**config.mk**
```make
export PLATFORM = sky130hd
export DESIGN_NAME = pressure_window_trend_top
export DESIGN_NICKNAME = d
export VERILOG_FILES = /design/src/sv/pwt_pkg.sv /design/src/sv/pwt_cell.sv /design/src/sv/pwt_divider.sv /design/src/sv/pressure_window_trend_top.sv
export SDC_FILE = /design/constraint.sdc
export NUM_CORES = 2
export LEC_CHECK = 0
export BUFFER_PORTS_ARGS = -buffer_cell sky130_fd_sc_hd__buf_2
export CELL_PAD_IN_SITES_DETAIL_PLACEMENT = 0
export CELL_PAD_IN_SITES_GLOBAL_PLACEMENT = 1
export CORE_UTILIZATION = 50
export DETAILED_ROUTE_END_ITERATION = 8
export PLACE_DENSITY_LB_ADDON = 0.1
export SETUP_SLACK_MARGIN = 0.4
export SYNTH_ARGS = -nofsm -noshare
export SYNTH_HDL_FRONTEND = slang
export SYNTH_SLANG_ARGS = --single-unit
```
**constraint.sdc**
```tcl
create_clock -name clock -period 62.6 [get_ports clock]
set_input_delay 0 -clock clock [delete_from_list [all_inputs] [get_ports clock]]
set_output_delay 0 -clock clock [all_outputs]
set_load 0.05 [all_outputs]
```
**src/sv/pwt_pkg.sv**
```systemverilog
// ----------------------------------------------------------------------------
// pwt_pkg: shared types and constants of the pressure window trend block
// Field widths, history depth, the sample word type and cell controls.
// ----------------------------------------------------------------------------
`timescale 1ns / 1ps
`default_nettype none

package pwt_pkg;

   // history depth and derived widths
   localparam int unsigned HISTORY_DEPTH = 64;
   localparam int unsigned DEPTH_W       = $clog2(HISTORY_DEPTH);
   localparam int unsigned CNT_W         = $clog2(HISTORY_DEPTH + 1);

   // field widths
   localparam int unsigned PRESS_W = 18;
   localparam int unsigned TIME_W  = 17;
   localparam int unsigned TREND_W = 19;
   localparam int unsigned MATCH_W = 7;
   localparam int unsigned AGE_W   = 19;

   // accumulator and divider widths
   localparam int unsigned MAG_W = PRESS_W + CNT_W;
   localparam int unsigned SUM_W = MAG_W + 1;

   // stream word widths
   localparam int unsigned REQ_DATA_W = 40;
   localparam int unsigned RSP_DATA_W = 32;

   // time and window constants
   localparam logic [AGE_W-1:0] DAY_SECONDS = AGE_W'(86400);
   localparam logic [AGE_W-1:0] WINDOW_SPAN = AGE_W'(10);
   localparam logic [CNT_W-1:0] MIN_SAMPLES = CNT_W'(5);
   localparam logic [TIME_W-1:0] WINDOW_RESET = TIME_W'(3600);

   // function codes carried in tuser
   localparam logic FUNC_RECORD = 1'b0;
   localparam logic FUNC_QUERY  = 1'b1;

   // one held sample
   typedef struct packed {
      logic [PRESS_W-1:0] pressure;
      logic [TIME_W-1:0]  stamp;
   } sample_type;

   // per-cycle control shared by all cells
   typedef struct packed {
      logic shift;
      logic rotate;
   } cell_ctrl_type;

endpackage

`default_nettype wire

```
**src/sv/pwt_cell.sv**
```systemverilog
// ----------------------------------------------------------------------------
// pwt_cell: one history cell
// Holds one sample; loads from the newer-side neighbor on a record shift
// or from the older-side neighbor while the ring rotates during a scan.
// ----------------------------------------------------------------------------
`timescale 1ns / 1ps
`default_nettype none

module pwt_cell (
   input  wire                    clock,
   input  pwt_pkg::cell_ctrl_type ctrl,
   input  pwt_pkg::sample_type    shift_in,
   input  pwt_pkg::sample_type    rot_in,
   output pwt_pkg::sample_type    sample_q
);

   pwt_pkg::sample_type data_ff;

   // payload register, no reset needed
   always_ff @(posedge clock) begin
      priority if (ctrl.shift) begin
         data_ff <= shift_in;
      end else if (ctrl.rotate) begin
         data_ff <= rot_in;
      end else begin
         data_ff <= data_ff;
      end
   end

   assign sample_q = data_ff;

endmodule

`default_nettype wire

```
**src/sv/pwt_divider.sv**
```systemverilog
// ----------------------------------------------------------------------------
// pwt_divider: serial unsigned divider
// Restoring division, one quotient bit per cycle.
// ----------------------------------------------------------------------------
`timescale 1ns / 1ps
`default_nettype none

module pwt_divider (
   input  wire                          clock,
   input  wire                          reset,
   input  wire                          start,
   input  wire [pwt_pkg::MAG_W-1:0]     dividend,
   input  wire [pwt_pkg::CNT_W-1:0]     divisor,
   output logic                         done,
   output logic [pwt_pkg::MAG_W-1:0]    quotient
);

   localparam int unsigned STEP_W = $clog2(pwt_pkg::MAG_W + 1);

   logic                        busy_ff, busy_in;
   logic                        done_ff, done_in;
   logic [STEP_W-1:0]           step_ff, step_in;
   logic [pwt_pkg::CNT_W-1:0]   rem_ff, rem_in;
   logic [pwt_pkg::CNT_W-1:0]   div_ff, div_in;
   logic [pwt_pkg::MAG_W-1:0]   quo_ff, quo_in;
   logic [pwt_pkg::CNT_W:0]     rem_shift;
   logic [pwt_pkg::CNT_W:0]     rem_diff;
   logic                        fits;

   // trial subtract of the shifted remainder
   assign rem_shift = {rem_ff, quo_ff[pwt_pkg::MAG_W-1]};
   assign rem_diff  = rem_shift - {1'b0, div_ff};
   assign fits      = (rem_shift >= {1'b0, div_ff});

   // step control
   always_comb begin
      busy_in = busy_ff;
      done_in = 1'b0;
      step_in = step_ff;
      rem_in  = rem_ff;
      div_in  = div_ff;
      quo_in  = quo_ff;
      if (start) begin
         busy_in = 1'b1;
         step_in = '0;
         rem_in  = '0;
         div_in  = divisor;
         quo_in  = dividend;
      end else if (busy_ff) begin
         rem_in  = fits ? rem_diff[pwt_pkg::CNT_W-1:0] : rem_shift[pwt_pkg::CNT_W-1:0];
         quo_in  = {quo_ff[pwt_pkg::MAG_W-2:0], fits};
         step_in = step_ff + STEP_W'(1);
         if (step_ff == STEP_W'(pwt_pkg::MAG_W - 1)) begin
            busy_in = 1'b0;
            done_in = 1'b1;
         end
      end
   end

   // control registers
   always_ff @(posedge clock) begin
      if (reset) begin
         busy_ff <= 1'b0;
         done_ff <= 1'b0;
      end else begin
         busy_ff <= busy_in;
         done_ff <= done_in;
      end
   end

   // datapath registers
   always_ff @(posedge clock) begin
      step_ff <= step_in;
      rem_ff  <= rem_in;
      div_ff  <= div_in;
      quo_ff  <= quo_in;
   end

   assign done     = done_ff;
   assign quotient = quo_ff;

endmodule

`default_nettype wire

```
**src/sv/pressure_window_trend_top.sv**
```systemverilog
// ----------------------------------------------------------------------------
// pressure_window_trend_top: pressure trend over a time-of-day window
// A row of history cells holds the latest samples, newest in cell 0.
// A query rotates the row once past an accumulator, then divides serially if any sample matched.
// ----------------------------------------------------------------------------
//  channel | direction | handshake        | contents
//  req     | in        | tvalid / tready  | tuser func, tdata pressure, time
//  rsp     | out       | tvalid / tready  | tdata trend, matched count
//  csr     | in        | we               | wdata window_seconds
//
//  a record word keeps the block in idle, so it is ready again at once
//  a query word passes through the scan of every cell, a launch state,
//  the serial divider and a hand-off state; a query with no match skips
//  the divider, and one taken with fewer than five samples held leaves
//  the block in idle at once and gives no word
//  reset is synchronous; it empties the history and loads window 3600
//  the hand-off state holds while the previous word still waits on rsp;
//  record and query words are taken while a word waits on rsp
// ----------------------------------------------------------------------------
`timescale 1ns / 1ps
`default_nettype none

module pressure_window_trend_top (
   input  wire                              clock,
   input  wire                              reset,
   // configuration
   input  wire                              csr_we,
   input  wire [pwt_pkg::TIME_W-1:0]        csr_wdata,      // window_seconds
   // request stream
   input  wire                              req_tvalid,
   output logic                             req_tready,
   input  wire                              req_tuser,      // func
   input  wire [pwt_pkg::REQ_DATA_W-1:0]    req_tdata,      // pressure[17:0], time[34:18]
   // response stream
   output logic                             rsp_tvalid,
   input  wire                              rsp_tready,
   output logic [pwt_pkg::RSP_DATA_W-1:0]   rsp_tdata       // trend[18:0], count[25:19]
);

   localparam logic [2:0] ST_IDLE   = 3'd0;
   localparam logic [2:0] ST_SCAN   = 3'd1;
   localparam logic [2:0] ST_LAUNCH = 3'd2;
   localparam logic [2:0] ST_DIV    = 3'd3;
   localparam logic [2:0] ST_DONE   = 3'd4;

   logic [2:0]                      state_ff, state_in;
   logic [pwt_pkg::TIME_W-1:0]      window_ff;
   logic [pwt_pkg::CNT_W-1:0]       fill_ff, fill_in;
   logic [pwt_pkg::DEPTH_W-1:0]     step_ff, step_in;
   logic [pwt_pkg::TIME_W-1:0]      now_ff, now_in;
   logic [pwt_pkg::PRESS_W-1:0]     pnew_ff, pnew_in;
   logic signed [pwt_pkg::SUM_W-1:0] sum_ff, sum_in;
   logic [pwt_pkg::CNT_W-1:0]       cnt_ff, cnt_in;
   logic [pwt_pkg::TREND_W-1:0]     res_trend_ff, res_trend_in;
   logic [pwt_pkg::MATCH_W-1:0]     res_count_ff, res_count_in;
   logic                            rsp_valid_ff, rsp_valid_in;
   logic [pwt_pkg::TREND_W-1:0]     rsp_trend_ff, rsp_trend_in;
   logic [pwt_pkg::MATCH_W-1:0]     rsp_count_ff, rsp_count_in;

   logic                            req_acc;
   logic                            rsp_acc;
   pwt_pkg::sample_type             new_sample;
   pwt_pkg::sample_type             cell_q [pwt_pkg::HISTORY_DEPTH];
   pwt_pkg::cell_ctrl_type          cell_ctrl;

   logic [pwt_pkg::AGE_W-1:0]       now_w, then_w, now_wrap, age;
   logic [pwt_pkg::AGE_W-1:0]       lo_w, hi_w;
   logic                            age_ok, match;
   logic signed [pwt_pkg::SUM_W-1:0] diff;
   logic signed [pwt_pkg::SUM_W-1:0] sum_neg;
   logic [pwt_pkg::MAG_W-1:0]       mag;
   logic                            div_start, div_done;
   logic [pwt_pkg::MAG_W-1:0]       quotient;
   logic signed [pwt_pkg::SUM_W-1:0] quo_s;
   logic signed [pwt_pkg::SUM_W-1:0] trend_s;

   assign req_acc = req_tvalid && req_tready;
   assign rsp_acc = rsp_valid_ff && rsp_tready;
   assign req_tready = (state_ff == ST_IDLE);

   assign new_sample.pressure = req_tdata[pwt_pkg::PRESS_W-1:0];
   assign new_sample.stamp    = req_tdata[pwt_pkg::PRESS_W +: pwt_pkg::TIME_W];

   // cell controls shared along the row
   assign cell_ctrl.shift  = req_acc && (req_tuser == pwt_pkg::FUNC_RECORD);
   assign cell_ctrl.rotate = (state_ff == ST_SCAN);

   // row of history cells, newest in cell 0
   for (genvar k = 0; k < pwt_pkg::HISTORY_DEPTH; k++) begin : g_cell
      localparam int unsigned NEXT = (k + 1) % pwt_pkg::HISTORY_DEPTH;
      pwt_pkg::sample_type shift_src;
      if (k == 0) begin : g_head
         assign shift_src = new_sample;
      end else begin : g_body
         assign shift_src = cell_q[k-1];
      end
      pwt_cell u_cell (
         .clock    (clock),
         .ctrl     (cell_ctrl),
         .shift_in (shift_src),
         .rot_in   (cell_q[NEXT]),
         .sample_q (cell_q[k])
      );
   end

   // age of the sample at the head of the row, wrapping over midnight
   assign now_w    = pwt_pkg::AGE_W'(now_ff);
   assign then_w   = pwt_pkg::AGE_W'(cell_q[0].stamp);
   assign now_wrap = now_w + pwt_pkg::DAY_SECONDS;
   always_comb begin
      if (now_w >= then_w) begin
         age    = now_w - then_w;
         age_ok = 1'b1;
      end else begin
         age    = now_wrap - then_w;
         age_ok = (now_wrap >= then_w);
      end
   end

   // window test, limited to held entries
   assign lo_w  = pwt_pkg::AGE_W'(window_ff);
   assign hi_w  = lo_w + pwt_pkg::WINDOW_SPAN;
   assign match = age_ok && (age >= lo_w) && (age < hi_w)
                  && (pwt_pkg::CNT_W'(step_ff) < fill_ff);
   assign diff  = $signed(pwt_pkg::SUM_W'(pnew_ff)) - $signed(pwt_pkg::SUM_W'(cell_q[0].pressure));

   // magnitude for the divider, sign applied afterwards
   assign sum_neg = -sum_ff;
   assign mag     = sum_ff[pwt_pkg::SUM_W-1] ? sum_neg[pwt_pkg::MAG_W-1:0]
                                             : sum_ff[pwt_pkg::MAG_W-1:0];
   assign quo_s   = $signed({1'b0, quotient});
   assign trend_s = sum_ff[pwt_pkg::SUM_W-1] ? -quo_s : quo_s;
   assign div_start = (state_ff == ST_LAUNCH) && (cnt_ff != '0);

   pwt_divider u_div (
      .clock    (clock),
      .reset    (reset),
      .start    (div_start),
      .dividend (mag),
      .divisor  (cnt_ff),
      .done     (div_done),
      .quotient (quotient)
   );

   // sequencer and accumulator
   always_comb begin
      state_in     = state_ff;
      fill_in      = fill_ff;
      step_in      = step_ff;
      now_in       = now_ff;
      pnew_in      = pnew_ff;
      sum_in       = sum_ff;
      cnt_in       = cnt_ff;
      res_trend_in = res_trend_ff;
      res_count_in = res_count_ff;
      rsp_valid_in = rsp_valid_ff && !rsp_acc;
      rsp_trend_in = rsp_trend_ff;
      rsp_count_in = rsp_count_ff;
      unique case (state_ff)
         ST_IDLE: begin
            if (cell_ctrl.shift) begin
               if (fill_ff != pwt_pkg::CNT_W'(pwt_pkg::HISTORY_DEPTH)) begin
                  fill_in = fill_ff + pwt_pkg::CNT_W'(1);
               end
            end else if (req_acc && (fill_ff >= pwt_pkg::MIN_SAMPLES)) begin
               now_in   = new_sample.stamp;
               pnew_in  = cell_q[0].pressure;
               sum_in   = '0;
               cnt_in   = '0;
               step_in  = '0;
               state_in = ST_SCAN;
            end
         end
         ST_SCAN: begin
            if (match) begin
               sum_in = sum_ff + diff;
               cnt_in = cnt_ff + pwt_pkg::CNT_W'(1);
            end
            step_in = step_ff + pwt_pkg::DEPTH_W'(1);
            if (step_ff == pwt_pkg::DEPTH_W'(pwt_pkg::HISTORY_DEPTH - 1)) begin
               state_in = ST_LAUNCH;
            end
         end
         ST_LAUNCH: begin
            if (cnt_ff == '0) begin
               res_trend_in = '0;
               res_count_in = '0;
               state_in     = ST_DONE;
            end else begin
               state_in = ST_DIV;
            end
         end
         ST_DIV: begin
            if (div_done) begin
               res_trend_in = trend_s[pwt_pkg::TREND_W-1:0];
               res_count_in = pwt_pkg::MATCH_W'(cnt_ff);
               state_in     = ST_DONE;
            end
         end
         ST_DONE: begin
            if (!rsp_valid_ff || rsp_acc) begin
               rsp_valid_in = 1'b1;
               rsp_trend_in = res_trend_ff;
               rsp_count_in = res_count_ff;
               state_in     = ST_IDLE;
            end
         end
         default: begin
            state_in = ST_IDLE;
         end
      endcase
   end

   // control registers
   always_ff @(posedge clock) begin
      if (reset) begin
         state_ff     <= ST_IDLE;
         fill_ff      <= '0;
         window_ff    <= pwt_pkg::WINDOW_RESET;
         rsp_valid_ff <= 1'b0;
      end else begin
         state_ff     <= state_in;
         fill_ff      <= fill_in;
         rsp_valid_ff <= rsp_valid_in;
         if (csr_we) begin
            window_ff <= csr_wdata;
         end
      end
   end

   // datapath registers
   always_ff @(posedge clock) begin
      step_ff      <= step_in;
      now_ff       <= now_in;
      pnew_ff      <= pnew_in;
      sum_ff       <= sum_in;
      cnt_ff       <= cnt_in;
      res_trend_ff <= res_trend_in;
      res_count_ff <= res_count_in;
      rsp_trend_ff <= rsp_trend_in;
      rsp_count_ff <= rsp_count_in;
   end

   assign rsp_tvalid = rsp_valid_ff;
   assign rsp_tdata  = {{(pwt_pkg::RSP_DATA_W - pwt_pkg::TREND_W - pwt_pkg::MATCH_W){1'b0}},
                        rsp_count_ff, rsp_trend_ff};

endmodule

`default_nettype wire

```
# ---- After elaboration in Yosys (flattened, before gate mapping)
# Index checks and enable logic that the tools add are counted.
dict set report op_classes {
  addsub 13
  n_lt_le_gt_ge 7
  n_reduce_logical 27
  bitwise_logic 3
  div_mod_pow 0
  shift 0
  n_mux 165
  n_mul 0
  n_eq_ne 14
}
# op count
set ops {}
lappend ops {{2-to-1 mux 35 bit} 128}
lappend ops {{2-to-1 mux 26 bit} 3}
lappend ops {{2-to-1 mux 19 bit} 4}
lappend ops {{2-to-1 mux 25 bit} 3}
lappend ops {{case mux 26 bit (2 select lines)} 1}
lappend ops {{2-to-1 mux 7 bit} 6}
lappend ops {{case mux 19 bit (2 select lines)} 1}
lappend ops {{case mux 7 bit (2 select lines)} 2}
lappend ops {{adder 26 x 19 -> 26 bit} 1}
lappend ops {{negator 25 bit} 1}
lappend ops {{greater-or-equal comparator 19 x 17 -> 1 bit} 1}
lappend ops {{less-than comparator 19 x 18 -> 1 bit} 1}
lappend ops {{negator 19 bit} 1}
lappend ops {{subtractor 18 x 17 -> 19 bit} 1}
lappend ops {{subtractor 18 x 18 -> 19 bit} 1}
lappend ops {{adder 17 x 17 -> 18 bit (second input constant)} 1}
lappend ops {{adder 17 x 4 -> 18 bit (second input constant)} 1}
lappend ops {{greater-or-equal comparator 18 x 17 -> 1 bit} 1}
lappend ops {{2-to-1 mux 3 bit} 6}
lappend ops {{subtractor 17 x 17 -> 18 bit} 1}
lappend ops {{greater-or-equal comparator 17 bit} 1}
lappend ops {{case mux 3 bit (5 select lines)} 1}
lappend ops {{adder 7 x 1 -> 7 bit (second input constant)} 2}
lappend ops {{2-to-1 mux 6 bit} 2}
lappend ops {{other kinds (29)} 58}
dict set report totals {
  latchBits 0
  memories 0
  mem_bits_rw 0
  input_bits 63
  reg_bits 2440
  romBits 0
}

# ---- Logic depth before layout (Yosys ltp)
dict set report depth {
  ltp_word 9
  depth_mapped 21
  mapped_depth_nobuf 21
}

# ---- Cells and area by module
# From an unflattened synthesis, not the netlist that was laid out.
dict set report hier_totals {
  hier_cells 6157
  hier_area_um2 117895.6
}
# module cells_each instances area_per_inst_um2 seq_area_each_um2
set modules_own_cells {}
lappend modules_own_cells {pwt_cell 75 64 1631.6 1051.0}
lappend modules_own_cells {pressure_window_trend_top 1175 1 11193.2 4344.2}
lappend modules_own_cells {pwt_divider 182 1 2282.2 1241.2}

# ---- Worst setup path before layout
# Ideal clock, no wire load.
dict set report synth_path {
  path_type {reg2reg}
  start {register state_ff[2]}
  end {register g_cell[0].u_cell.data_ff, in the netlist g_cell[0].u_cell.sample_q[0], enable pin}
  path_stages_with_launch 8
  t_required_ps 47616
  n_path_buf 4
  setup_time_ps 14984
  slack_ps 9722
  t_arrival_ps 37894
  cell_sequence {dfxtp_1 clkbuf_1 nor3_1 nand3_1 clkbuf_1 clkbuf_1 clkbuf_1 nand2_1}
}
dict set report synth_between {
  elab_chain_cells 4
}
# item line_no
set synth_rtl {}
lappend synth_rtl {{from (decl)} pressure_window_trend_top.sv:46} ;# logic [2:0] state_ff, state_in;
lappend synth_rtl {{from (signal assigned)} pressure_window_trend_top.sv:222} ;# state_ff <= state_in;
lappend synth_rtl {{zero test 3 bit} pressure_window_trend_top.sv:79} ;# assign req_tready = (state_ff == ST_IDLE);
lappend synth_rtl {{named net req_tready} pressure_window_trend_top.sv:31} ;# output logic req_tready,
lappend synth_rtl {{logical AND 1 bit} pressure_window_trend_top.sv:77} ;# assign req_acc = req_tvalid && req_tready;
lappend synth_rtl {{logical AND 1 bit} pressure_window_trend_top.sv:85} ;# assign cell_ctrl.shift = req_acc && (req_tuser == pwt_pkg::FUNC_RECORD);
lappend synth_rtl {{nonzero test 2 bit (no source line)} n/a}
lappend synth_rtl {{to (signal assigned)} pwt_cell.sv:22} ;# data_ff <= shift_in;
lappend synth_rtl {{to (signal assigned)} pwt_cell.sv:24} ;# data_ff <= rot_in;
lappend synth_rtl {{to (signal assigned)} pwt_cell.sv:26} ;# data_ff <= data_ff;
lappend synth_rtl {{to (decl)} pwt_cell.sv:17} ;# pwt_pkg::sample_type data_ff;
# The timed path passes the listed nets, and every way through them passes these cells.
# A chain may end at the register's enable or synchronous reset.

# ---- Worst setup path in the final report
dict set report layout_path {
  start {register state_ff[0]}
  end {register g_cell[47].u_cell.data_ff, in the netlist g_cell[47].u_cell.sample_q[10], enable pin}
}
dict set report layout_between {
  elab_chain_cells 4
}
# item line_no
set layout_rtl {}
lappend layout_rtl {{zero test 3 bit} pressure_window_trend_top.sv:79}
lappend layout_rtl {{logical AND 1 bit} pressure_window_trend_top.sv:77}
lappend layout_rtl {{logical AND 1 bit} pressure_window_trend_top.sv:85}
lappend layout_rtl {{nonzero test 2 bit (no source line) *} n/a}
lappend layout_rtl {{to (signal assigned)} pwt_cell.sv:22}
lappend layout_rtl {{to (signal assigned)} pwt_cell.sv:24}
lappend layout_rtl {{to (signal assigned)} pwt_cell.sv:26}
lappend layout_rtl {{to (decl)} pwt_cell.sv:17}
# Every way passes the cells marked *; elsewhere a longest branch is shown, timed or not.

==> metrics.md <==
| Metric | Value |
|---|---|
| R2R Path Start | state_ff[0] |
| Final setup fails | 0 |
| Crit Path Max Fanout | 161 |
| Tot GR Track Use | 0.1878 |
| R2R Path End | g_cell[47].u_cell.sample_q[10] |
| Crit share post-route | 0.1205 |
| Sequential share of power | 0.529 |
| CP required | 63.09 ns |
| Final wirelength | 203400 um |
| Worst Hold Path Cells | 4 |
| Clock Power Share | 0.255 |
| Worst hold-check path type | in -> reg |
| Arr. time, crit path | 8.04 ns |
| Synth Instances | 10784 |
| Clk sinks | 2440 |
| Clk Latency, worst-skew pair | 0.91 ns |
| # Post-CTS Setup Buffers | 0 |
| Antenna violations before repair | 2 |
| Mapped Area | 107700 um2 |
| Longest Clk Path Bufs | 4 |
| Hold Fails Final Rpt | 0 |
| TritonRoute pass-1 iters | 5 |
| Routed len/inst | 14.66 um |
| EDFF count, synth | 2398 |
| I/O pin cnt | 97 |
| Kind of critical path | reg -> reg |
| Synth Flop Type | edfxtp_1 |
| Post-route DRC | 0 |
| Synth Warn # | 0 |
| Vias | 71205 |
| TNS Setup | 0 ns |
| Pint | 0.004191 W |
| Routability cong. | 0.7777 |
| Post-DRT Antenna Nets | 0 |
| Hpwl dp | 119700 um |
| Power, Total | 0.006046 W |
| Clk root buf | clkbuf_16 |
| Die Y | 466.2 um |
| Leakage | 51.02 nW |
| Peak VDD IR | 0.00003185 V |
| Synth async-reset ratio | 0 |
| NetSw | 0.001855 W |
| Count leader, synth | nand2_1 |
| Synth unique cells | 77 |
| Worst-path clk slew | 0.06 ns |
| Synth area leader | edfxtp_1 |
| Vias in the first global route | 71222 |
| Number of H-tree levels | 5 |
| Switching share of power | 0.3068 |
| Worst R2R Setup Slack | 55.06 ns |
| Port-buffer cells | 85 |
| Reg2Reg Depth | 10 |
| Relative slew slack | 0.09462 |
| Sequential fraction of the synthesis area | 0.6762 |
| Most common library cells after synthesis | nand2_1 (6687), edfxtp_1 (2398), clkbuf_1 (430) |
| Actual slew at the worst max-slew pin | 1.358 ns |
| Clk_skew | 0.03803 ns |
| Combinational share of power | 0.216 |
| Full die area | 217300 um2 |
| Max Slew Vio Count | 0 |
| Top cell type's share of synthesized area | 0.6684 |
| Max_cap viols | 0 |
| DRT iter0 DRCs | 5158 |
| Synth Register Bits | 2440 |
| CP endpoint kind | flip-flop |
| Unrepaired setup endpoints after global routing | false |
| Origin of the worst min-delay path | req_tdata[24] |
| Final Net Count | 11023 |
| Num rows | 170 |
| Global-route wire length before repair | 345800 um |
| Post-layout min period | 7.544 ns |
| Core area | 214400 um2 |
| Vias/cell | 5.134 |
| Fmax | 132.5 MHz |
| CTS tree | done |
| Worst setup SP type | flip-flop |
| Hold endpoint | g_cell[0].u_cell.sample_q[6] |
| Share of layout cells above drive strength 1 | 0.04851 |
| Mean Syn Cell Area | 9.990 um2 |
| Run status | finished clean |
| Cell area power density | 50.36 nW/um2 |
| Cts bufs inserted | 284 |
| Syn-to-layout area delta | 11.44% |
| Largest net degree at the start of global routing | 265 |
| Ranking of synthesized cells by area | edfxtp_1 (67%), nand2_1 (23%), clkbuf_1 (1.5%), ha_1 (1.5%), dfxtp_1 (0.78%) |
| Total gr overflow | 0 |
| Initial Utilization | 0.5025 |
| Horiz. Die Dim | 466.2 um |
## through the flow
stage,cells,worst slack (ns),cell area (um2),utilization,hold slack [ns]
after floorplan,10789,9.722,107800,-,0.09887
after global placement,13250,55.15,110300,0.5142,0.2225
after detailed placement,13250,54.95,110300,0.5142,0.2356
after CTS,13867,54.92,120100,0.5600,0.001054
after global routing,13868,54.51,120100,0.5600,0.01938
final,13868,55.06,120100,0.5600,0.04628
## layout make-up
type,instances,area [um2]
clock inverters,130,939.7
clock buffers,357,7560
well taps,2838,3551
repair buffers,291,2410
multi-input cells,7702,32340
flip-flops and latches,2440,72850
inverters,109,409.1
diodes,1,2.502
fillers,18836,94350
## power by group through the flow
stage	combinational [W]	sequential, W	clock [W]
after floorplan	0.00100	0.00400	0
after global placement	0.00129	0.00321	0
after detailed placement	0.00133	0.00323	0
after CTS	0.00134	0.00321	0.00159
after global routing	0.00154	0.00330	0.00165
final	0.00131	0.00320	0.00154
## worst max-delay path by stage
stage                     slack, ns                             end  cells past startpoint   startpoint
after floorplan                9.72    g_cell[0].u_cell.sample_q[0]                      7  state_ff[2]
after global placement        55.15   g_cell[43].u_cell.sample_q[2]                     10  state_ff[0]
after detailed placement      54.95   g_cell[43].u_cell.sample_q[2]                     10  state_ff[0]
after CTS                     54.92   g_cell[39].u_cell.sample_q[2]                     10  state_ff[0]
after global routing          54.51  g_cell[47].u_cell.sample_q[10]                     10  state_ff[0]
final                         55.06  g_cell[47].u_cell.sample_q[10]                     10  state_ff[0]
## registers in the layout, indices dropped and copies added, names as in the netlist, 17 cells and up
name                    flops
pnew_ff                    18
res_trend_ff               19
g_cell.u_cell.sample_q   2240
rsp_trend_ff               19
now_ff                     17
u_div.quotient             25
sum_ff                     26
window_ff                  17
## per-layer routing
layer	global-route usage	up-vias	share of wire
li1	-	35380	-
met1	0.2508	34674	0.46
met2	0.3205	784	0.49
met3	0.02595	367	0.028
met4	0.05321	0	0.023
met5	0	-	0
## cell families after synthesis
kind of cell | count (synthesis) | synth area share
AOI/OAI and AO/OA | 387 | 0.02230
xor gates and xnor gates | 138 | 0.01135
and+or+nand+nor | 7017 | 0.2483
other | 1 | 0.00003481
DFF | 2440 | 0.6762
muxes | 22 | 0.002090
buffers and inverters | 647 | 0.02414
adders and majority gates | 132 | 0.01561
## cell usage in the layout (no fill, tap or decap), drive strengths merged, types with 14 or more instances in the layout
cell	Yosys	final
buf	105	161
o21ai	159	159
nor3	30	30
o31ai	16	16
nand2b	16	16
nand3	30	30
mux2i	21	21
xnor2	79	79
nand2	6687	6687
a21o	23	23
nand4	14	14
inv	109	116
clkbuf	432	357
and3	16	16
ha	128	128
a21oi	84	84
bufinv	0	14
clkinv	0	106
dlygate4sd3	0	130
a211oi	19	19
edfxtp	2398	2398
dfxtp	42	42
nor2	154	154
xor2	58	58
## worst max-delay path, cell delays in order, from the launching register on
cell,delay (ns)
dfxtp_1,0.43
nor3_1,0.22
buf_4,0.21
nand3_4,0.25
nand2_4,0.62
buf_4,0.83
buf_12,0.58
buf_4,0.87
buf_4,0.82
buf_4,0.89
buf_4,0.94
## timing repair
action | in CTS | in global routing
endpoints found under the hold margin | 160 | 0
gates resized for setup | 0 | 0
hold buffers | 130 | 0
Power figures use the tool's default switching activity.
